<file path="config.mk">
export PLATFORM = sky130hd
export DESIGN_NAME = dfc_front
export DESIGN_NICKNAME = d
export VERILOG_FILES = /design/src/dfc_pkg.sv /design/src/dfc_front.sv
export SDC_FILE = /design/constraint.sdc
export NUM_CORES = 1
export LEC_CHECK = 0
export ABC_AREA = 0
export BUFFER_PORTS_ARGS = -buffer_cell sky130_fd_sc_hd__buf_2
export CAP_MARGIN = 20
export CORE_ASPECT_RATIO = 1.5
export CORE_MARGIN = 2
export CORE_UTILIZATION = 47
export CTS_CLUSTER_SIZE = 20
export DETAILED_ROUTE_END_ITERATION = 10
export GPL_ROUTABILITY_DRIVEN = 0
export PLACE_DENSITY = 0.75
export SETUP_SLACK_MARGIN = 0.1
export SLEW_MARGIN = 20
export SYNTH_ARGS = -nofsm -noshare
export SYNTH_HDL_FRONTEND = slang
export SYNTH_SLANG_ARGS = --single-unit
</file>
<file path="constraint.sdc">
create_clock -name clk -period 4.38 [get_ports clk]
set_clock_uncertainty 0.15 [all_clocks]
set_input_delay 0.876 -clock clk [delete_from_list [all_inputs] [get_ports clk]]
set_output_delay 0.876 -clock clk [all_outputs]
set_load 0.05 [all_outputs]
</file>
<file path="src/dfc_pkg.sv">
// shared types and constants of the decimating complex fir
package dfc_pkg;

  localparam int DATA_WIDTH     = 16;
  localparam int MAX_TAPS_DEF   = 64;
  localparam int MAX_DECIM_DEF  = 256;
  localparam int TAPCNT_W       = 7;
  localparam int DECIM_W        = 9;
  localparam int CIDX_W         = 6;
  localparam int CFG_IDX_W      = 1;
  localparam int CFG_DATA_W     = 9;

  localparam logic [CFG_IDX_W-1:0] REG_TAP_COUNT = 1'b0;
  localparam logic [CFG_IDX_W-1:0] REG_DECIM     = 1'b1;

  localparam logic OP_SAMPLE = 1'b0;
  localparam logic OP_COEF   = 1'b1;

  typedef struct packed {
    logic                          op;
    logic signed [DATA_WIDTH-1:0]  sample_i;
    logic signed [DATA_WIDTH-1:0]  sample_q;
    logic        [CIDX_W-1:0]      coef_index;
    logic signed [DATA_WIDTH-1:0]  coef_i;
    logic signed [DATA_WIDTH-1:0]  coef_q;
  } dfc_in_t;

  typedef struct packed {
    logic signed [DATA_WIDTH-1:0]  out_i;
    logic signed [DATA_WIDTH-1:0]  out_q;
    logic                          saturated;
  } dfc_out_t;

endpackage

</file>
<file path="src/dfc_front.sv">
// input side: accepts words and queues them for the engine
module dfc_front (
  input  logic             clk,
  input  logic             rst_n,
  input  logic             in_valid,
  output logic             in_ready,
  input  dfc_pkg::dfc_in_t in_data,
  output logic             q_valid,
  output dfc_pkg::dfc_in_t q_item,
  input  logic             q_pop
);
  import dfc_pkg::*;

  dfc_in_t     buf_r [2];
  logic        wr_ptr_r, rd_ptr_r;
  logic [1:0]  cnt_r;
  logic        push, pop;

  assign in_ready = (cnt_r != 2'd2);
  assign q_valid  = (cnt_r != 2'd0);
  assign q_item   = buf_r[rd_ptr_r];
  assign push     = in_valid && in_ready;
  assign pop      = q_pop && q_valid;

  // two-entry queue storage
  always_ff @(posedge clk) begin
    if (push) begin
      buf_r[wr_ptr_r] <= in_data;
    end
  end

  // queue pointers and fill
  always_ff @(posedge clk) begin
    if (!rst_n) begin
      wr_ptr_r <= 1'b0;
      rd_ptr_r <= 1'b0;
      cnt_r    <= 2'd0;
    end else begin
      if (push) wr_ptr_r <= ~wr_ptr_r;
      if (pop)  rd_ptr_r <= ~rd_ptr_r;
      cnt_r <= cnt_r + {1'b0, push} - {1'b0, pop};
    end
  end

endmodule

</file>
Word level (Yosys, flattened, before mapping):

Memories as Yosys holds them, arrays and structs flattened. A register that Yosys moved wholly into a read port is not among the register bits.
Cells that the tools add are included.

* bits in registers: 4
* RAM bits: 142
* input bits: 75
* word-level logic and storage cells: 16
* memories: 1

* add/subtract/negate cells: 2
* equal/unequal tests: 1
* muxes and demuxes: 4
* bitwise operators: 2
* reductions and logical operators: 3

Memories
* buf_r: words 2, width 71, rd ports 1, clocked after memory_dff 1, wr ports 1, line dfc_front.sv:14 `dfc_in_t buf_r [2];`

Operators with widths (number)
* 2-to-1 mux 1 bit: 4
* adder 2 x 1 -> 2 bit: 1
* logical AND 1 bit: 2
* != test 2 bit (second input constant): 1
* NOT 1 bit: 2
* nonzero test 2 bit: 1
* subtractor 2 x 1 -> 2 bit: 1

Depth between registers and ports, before layout:

Gate-level depths: netlist of the first run.

* depth after elaboration: 4
* gate-level depth with buffers: 8
* mapped depth without buffers: 8

Least setup slack after synthesis of the first run:

Ideal clock, no wire load.

* path type: register -> register
* start point: register cnt_r[0]
* end point: memory buf_r[0][0] in the netlist's numbering (enable)
* setup time: 0.501 ns
* arrival: 3.996 ns
* required time: 3.729 ns
* slack: -0.267 ns
* cell stages (with the launch flop): 4
* buffers on the path: 0
* clock period less this slack: 4.647 ns
* path through: dfxtp_1 -> nand2b_1 -> nand2_1 -> nor2_1

* longest elaborated chain between the ends: 4

RTL lines
* from (decl): line dfc_front.sv:16 `logic [1:0] cnt_r;`
* from (signal assigned): line dfc_front.sv:41 `cnt_r <= cnt_r + {1'b0, push} - {1'b0, pop};`
* != test 2 bit: line dfc_front.sv:19 `assign in_ready = (cnt_r != 2'd2);`
* named net in_ready: line dfc_front.sv:6 `output logic in_ready,`
* logical AND 1 bit: line dfc_front.sv:22 `assign push = in_valid && in_ready;`
* 2-to-1 mux 1 bit: line dfc_front.sv:27 `if (push) begin`
* 2-to-1 mux 1 bit (implied by the code): line dfc_front.sv:28 `buf_r[wr_ptr_r] <= in_data;`
* to (decl): line dfc_front.sv:14

The timed path passes the listed nets, and every way through them passes these cells.

==> results of run 1 <==
-- worst max-delay path, cell delays in order (launching register included) --
cell	delay, ns
dfxtp_4	0.74
buf_12	0.37
mux2_4	0.34
buf_2	0.21
-- per-stage QoR --
step | hold slack, ns | power, W
after global routing | 0.426 | 0.00504
final | 0.382 | 0.00485
after detailed placement | 0.380 | 0.00353
after floorplan | 0.316 | 0.00330
after global placement | 0.360 | 0.00350
after CTS | 0.388 | 0.00491
-- worst min-delay path by stage --
stage / start / endpoint / slack, ns / cells past startpoint
3_3_place_gp: wr_ptr_r / wr_ptr_r / 0.36 / 2
3_5_place_dp: wr_ptr_r / wr_ptr_r / 0.38 / 2
2_1_floorplan: wr_ptr_r / wr_ptr_r / 0.32 / 2
4_1_cts: wr_ptr_r / wr_ptr_r / 0.39 / 2
5_1_grt: wr_ptr_r / wr_ptr_r / 0.43 / 2
6_report: wr_ptr_r / wr_ptr_r / 0.38 / 2
-- cell type report --
| type | count | area share [%] |
|---|---|---|
| Sequential cell | 147 | 61.5 |
| Multi-Input combinational cell | 89 | 17.0 |
| Clock buffer | 18 | 6.04 |
| Tap cell | 153 | 2.70 |
| Inverter | 1 | 0.0529 |
| Antenna cell | 1 | 0.0352 |
| Clock inverter | 14 | 1.94 |
| Timing Repair Buffer | 149 | 10.7 |
-- sequential cells by signal, summed over array words and instances (netlist names), named ones only --
signal and count:
buf_r 142, cnt_r 2, rd_ptr_r 1, wr_ptr_r 1
-- Yosys cell counts, types with 2 or more instances --
| cell type | count |
|---|---|
| nand2b_1 | 2 |
| nand2_1 | 2 |
| edfxtp_1 | 142 |
| buf_12 | 7 |
| mux2_4 | 70 |
| dfxtp_1 | 5 |
| nor2b_1 | 2 |
| and2_1 | 2 |
| ha_1 | 2 |
| xnor2_1 | 3 |
-- cells by family (layout without fill, tap and decap cells) --
group                    Yosys count  after routing  synth area share (%)
buffers and inverters              9            182                  2.72
adder cells (fa/ha/maj)            2              2                 0.438
multiplexers                      72             72                  18.8
AO/OA/AOI/OAI                      1              1                 0.131
AND/OR/NAND/NOR                   11             11                  1.07
XOR/XNOR                           3              3                 0.460
other                              0              1                     0
flip-flops                       147            147                  76.4
-- power by group through the flow --
stage | combinational, W | clock [W] | sequential (W)
after floorplan | 0.00145 | 0 | 0.00184
after global placement | 0.00161 | 0 | 0.00190
after detailed placement | 0.00162 | 0 | 0.00191
after CTS | 0.00163 | 0.00140 | 0.00188
after global routing | 0.00168 | 0.00146 | 0.00190
final | 0.00161 | 0.00137 | 0.00188
-- cell usage in the layout (no fill, tap or decap), drive strengths merged --
cell and instances:
nand2 2, mux2 71, nor2 1, and2 2
diode 1, o21a 1, mux2i 1, buf 149
dfxtp 5, xnor2 3, bufinv 2, clkinv 8
and3 1, inv 3, clkinvlp 2, ha 2
or2 1, clkbuf 18, nor2b 2, nand2b 2
edfxtp 142
-- metal layers --
metal / up-vias / part of all wire, %
met5: - / 0
met4: 0 / 1.8
met3: 15 / 4.8
met2: 91 / 59
met1: 1364 / 35
li1: 1283 / -
==> run summary, run 1 <==
Area growth syn-to-layout = 24.3%
Pre-antenna DRT Iters = 4
Core Footprint = 0.0120 mm2
Syn. warnings = 0
Area of the mapped netlist = 0.00571 mm2
Area of the multi-input gates = 0.00120 mm2
Avg Vias per Cell = 4.81
Worst EP required = 3.35 ns
Placed Cells = 539
P per Cell Area = 684 mW/mm2
# hold bufs at CTS = 0
Async set-reset flop share out of synthesis = 0%
Clock Sinks = 147
Max-cap violations = 0
Count of pins over their slew limit = 0
Post-detailed-route count of antenna-violating nets = 0
M3 GR Usage = 4.84%
Sequential power share = 38.7%
CTS tree = done
NumNets Final = 482
Die Ht = 139 um
Post_cts resized = 0
Combinational power share = 33.1%
Final Cell Area = 0.00710 mm2
Placed inst area = 0.00653 mm2
Top Usage Layer GRT = met2
Setup TNS = 0 ns
Initial Util = 47.8%
Gr usage total = 15.7%
Num ports = 148
Critical R2R Launch = cnt_r[0]
Placement Rows = 49
Synth top area cells = edfxtp_1 (75%), mux2_4 (18%), buf_12 (2.5%)
Switching share of power = 35.3%
# port buffers = 147
Clk slew on worst S/H paths = 0.06 ns
Fillers = 900
Clk pwr share = 28.2%
Critical Path End = q_item[63]
Post-synth top area cell = edfxtp_1
Root buf cell = clkbuf_16
Worst-Skew Late Latency = 0.40 ns
CTS max path bufs = 2
Outcome = finished, final reports clean
Final Hold Viols = 0
Yosys top cell area share = 74.7%
Number of global-route vias before repair = 2977
CP arrival = 2.09 ns
Hold Crit Class = reg2reg
Sw power = 0.00171 W
Final Instance Count excl. Fillers = 572
GR Util met2 = 29.7%
Synthesized Nets = 322
Startpoint Class = flip-flop
Register area share after synthesis = 76.4%
Post-Synthesis Cells = 245
EDFF count, synth = 142
WL final = 9840 um
Total grt overflow = 0
Period minus WS final = 3.12 ns
Core Util, Final = 59.4%
Share of layout cells above drive strength 1 = 60.5%
Critical Path Fanout Max = 40
Synth cell types = 18
Initial DRC count = 146
Worst VDD drop = 433 uV
Die area = 0.0131 mm2
Post-DP HPWL = 6380 um
Static Leak = 2.80 nW
Initial antenna violation count = 1
Reg-to-reg critical path endpoint = buf_r[0][29]
Register bit total from synthesis = 147
Routed WL per cell = 17.2 um
Avg Cell Area, Syn = 23.3 um2
Via count = 2753
Pint = 0.00314 W
Die Wd = 94.0 um
Maximum clock rate = 0.321 GHz
First-pass GRT wire length = 15100 um
Crit Path Category = reg2out
H-Tree Depth = 4
Post-Place Worst Slack = 1.65 ns
Largest net degree at the start of global routing = 72
Relative slew margins = 33.6%
Least-Margin Pin Slew = 0.995 ns
Critical Path Sink Type = output port
Drt drc = 0
Flop-to-flop setup slack = 2.28 ns
Post-CTS Setup Bufs = 0
Post-route clock period utilization = 71.1%
Met1 usage = 15.0%
Min setup slack post-route = 1.26 ns
RSZ-0062 raised after global routing = false
CTS Buf Count = 17
Post-synth top flop = edfxtp_1
Register Area = 0.00437 mm2
Number of setup violations in the final report = 0
Cell count of the worst reg-to-reg path = 4
No activity file was read; power rests on OpenSTA's default activity.
==> run 2, diff against run 1 <==
Clock period 4.38 ns to 2.6 ns, I/O delays scaled along.
==> run 2 against run 1 <==
Against the previous run: final cell count up 0.87%; sequential share of layout area fell by 0.68 points; die area unchanged; cell area up 1.1%; non-clock buffer count is 5 higher; critical path type unchanged; critical endpoint is now q_item[46].
==> run summary, run 2 (synthesis gave the netlist of run 1 again) <==
Outcome = finished, final reports clean (unchanged)
Sequential power share = 37.4% (was 38.7%)
Placement Rows = 49 (unchanged)
CP max-delay cell = dfxtp_4 (unchanged)
Biggest regs = buf_r x142, cnt_r x2 (unchanged)
First-pass GRT wire length = 15200 um (was 15100 um)
NumNets Final = 487 (was 482)
Gr usage total = 16.0% (was 15.7%)
Initial antenna violation count = 4 (was 1)
Biggest cell delay along the critical path = 0.37 ns (was 0.74 ns)
Initial Util = 47.8% (unchanged)
Hold Crit Class = in2reg (was reg2reg)
Design Power = 0.00823 W (was 0.00485 W)
Die area = 0.0131 mm2 (unchanged)
Most common cell after layout, fill and taps aside = buf_2 (unchanged)
GR Util met2 = 28.4% (was 29.7%)
# port buffers = 147 (unchanged)
Relative slew margins = 71.4% (was 33.6%)
CTS Buf Count = 17 (unchanged)
Critical Path Sink Type = output port (unchanged)
Worst path cell trace = buf_12 > mux2_4 > buf_2 (unchanged)
Worst-Skew Late Latency = 0.40 ns (about the same)
Pre-antenna DRT Iters = 4 (unchanged)
Largest net degree at the start of global routing = 56 (was 72)
Critical Path Fanout Max = 43 (was 40)
Placed Cells = 544 (was 539)
Pint = 0.00534 W (was 0.00314 W)
RSZ-0062 raised after global routing = false (unchanged)
Post-route clock period utilization = 89.6%
Biggest register = buf_r (unchanged)
Switching share of power = 35.2% (was 35.3%)
M3 GR Usage = 7.23% (was 4.84%)
Clk slew on worst S/H paths = 0.06 ns (about the same)
Met1 usage = 15.6% (was 15.0%)
Fillers = 906 (was 900)
Crit Path Category = reg2out (unchanged)
Num ports = 148 (unchanged)
Post-CTS Setup Bufs = 0 (unchanged)
Commonest cells after routing, fill and taps aside = buf_2 (147), edfxtp_1 (142), mux2_4 (70) (unchanged)
Clock Sinks = 147 (unchanged)
Top Usage Layer GRT = met2 (unchanged)
Period minus WS final = 2.33 ns
CP arrival = 1.66 ns (was 2.09 ns)
Area growth syn-to-layout = 25.7% (was 24.3%)
Routed WL per cell = 17.1 um (was 17.2 um)
Post_cts resized = 0 (unchanged)
Worst EP required = 1.93 ns (was 3.35 ns)
Share of layout cells above drive strength 1 = 61.0% (was 60.5%)
Static Leak = 2.83 nW (was 2.80 nW)
Least-Margin Pin Slew = 0.430 ns (was 0.995 ns)
Root buf cell = clkbuf_16 (unchanged)
Worst VDD drop = 939 uV (was 433 uV)
P per Cell Area = 1150 mW/mm2 (was 684 mW/mm2)
Die Ht = 139 um (unchanged)
Final Hold Viols = 0 (unchanged)
Core Footprint = 0.0120 mm2 (unchanged)
WL final = 9880 um (was 9840 um)
Setup TNS = 0 ns (unchanged)
Number of global-route vias before repair = 3035 (was 2977)
Startpoint Class = flip-flop (unchanged)
Initial DRC count = 171 (was 146)
Count of pins over their slew limit = 0 (unchanged)
Max FFs per register = 142 (unchanged)
Maximum clock rate = 0.429 GHz
Combinational power share = 34.7% (was 33.1%)
Number of setup violations in the final report = 0 (unchanged)
Drt drc = 0 (unchanged)
Clk pwr share = 27.9% (was 28.2%)
Die Wd = 94.0 um (unchanged)
Sw power = 0.00289 W (was 0.00171 W)
Via count = 2784 (was 2753)
Final Instance Count excl. Fillers = 577 (was 572)
H-Tree Depth = 4 (unchanged)
CTS tree = done (unchanged)
Total grt overflow = 0 (unchanged)
CTS max path bufs = 2 (unchanged)
Max-cap violations = 0 (unchanged)
Avg Vias per Cell = 4.82 (was 4.81)
Post-detailed-route count of antenna-violating nets = 0 (unchanged)
# hold bufs at CTS = 0 (unchanged)
run 2: final cells by class:
| type | count | area (um2) | share of cell area (%) |
|---|---|---|---|
| Inverter | 1 | 3.75 | 0.0523 |
| Sequential cell | 147 | 4370 | 60.8 |
| Clock buffer | 19 | 433 | 6.03 |
| Clock inverter | 13 | 135 | 1.88 |
| Tap cell | 153 | 191 | 2.67 |
| Antenna cell | 1 | 2.50 | 0.0349 |
| Timing Repair Buffer | 154 | 838 | 11.7 |
| Multi-Input combinational cell | 89 | 1210 | 16.8 |
run 2: per-layer routing:
metal	vias up	wire length, um
li1	1295	-
met1	1364	3430
met2	94	5560
met3	25	605
met4	6	238
met5	-	44
run 2: final timing paths:
kind | start | to | slack (ns) | depth (start not counted)
worst min register to register | wr_ptr_r | wr_ptr_r | 0.38 | 2
worst min-delay path | in_data[0] | buf_r[1][0] | 0.15 | 1
worst max-delay path | flip-flop | q_item[46] | 0.27 | 3
worst max register to register | cnt_r[0] | cnt_r[1] | 0.76 | 8
run 2: per-stage QoR:
step | worst slack, ns | instance area [um2] | util (%) | hold WS [ns]
floorplan | 0.107 | 5720 | - | 0.337
global placement | 0.694 | 6610 | 55.3 | 0.355
detailed placement | 0.657 | 6610 | 55.3 | 0.374
CTS | 0.242 | 7180 | 60.0 | 0.126
global route | 0.211 | 7180 | 60.0 | 0.124
finish | 0.271 | 7180 | 60.1 | 0.148
run 2: critical path: cells and delay by family (launching register included):
family                 cells  cell delay (ns)
buffers and inverters      2             0.50
muxes                      1             0.34
DFF                        1             0.37
run 2: power groups by stage:
| stage | Sequential (W) | Combinational, W | Clock (W) |
|---|---|---|---|
| 2_1_floorplan | 0.00310 | 0.00245 | 0 |
| 3_3_place_gp | 0.00310 | 0.00286 | 0 |
| 3_5_place_dp | 0.00313 | 0.00288 | 0 |
| 4_1_cts | 0.00308 | 0.00289 | 0.00236 |
| 5_1_grt | 0.00310 | 0.00299 | 0.00246 |
| 6_report | 0.00307 | 0.00286 | 0.00230 |
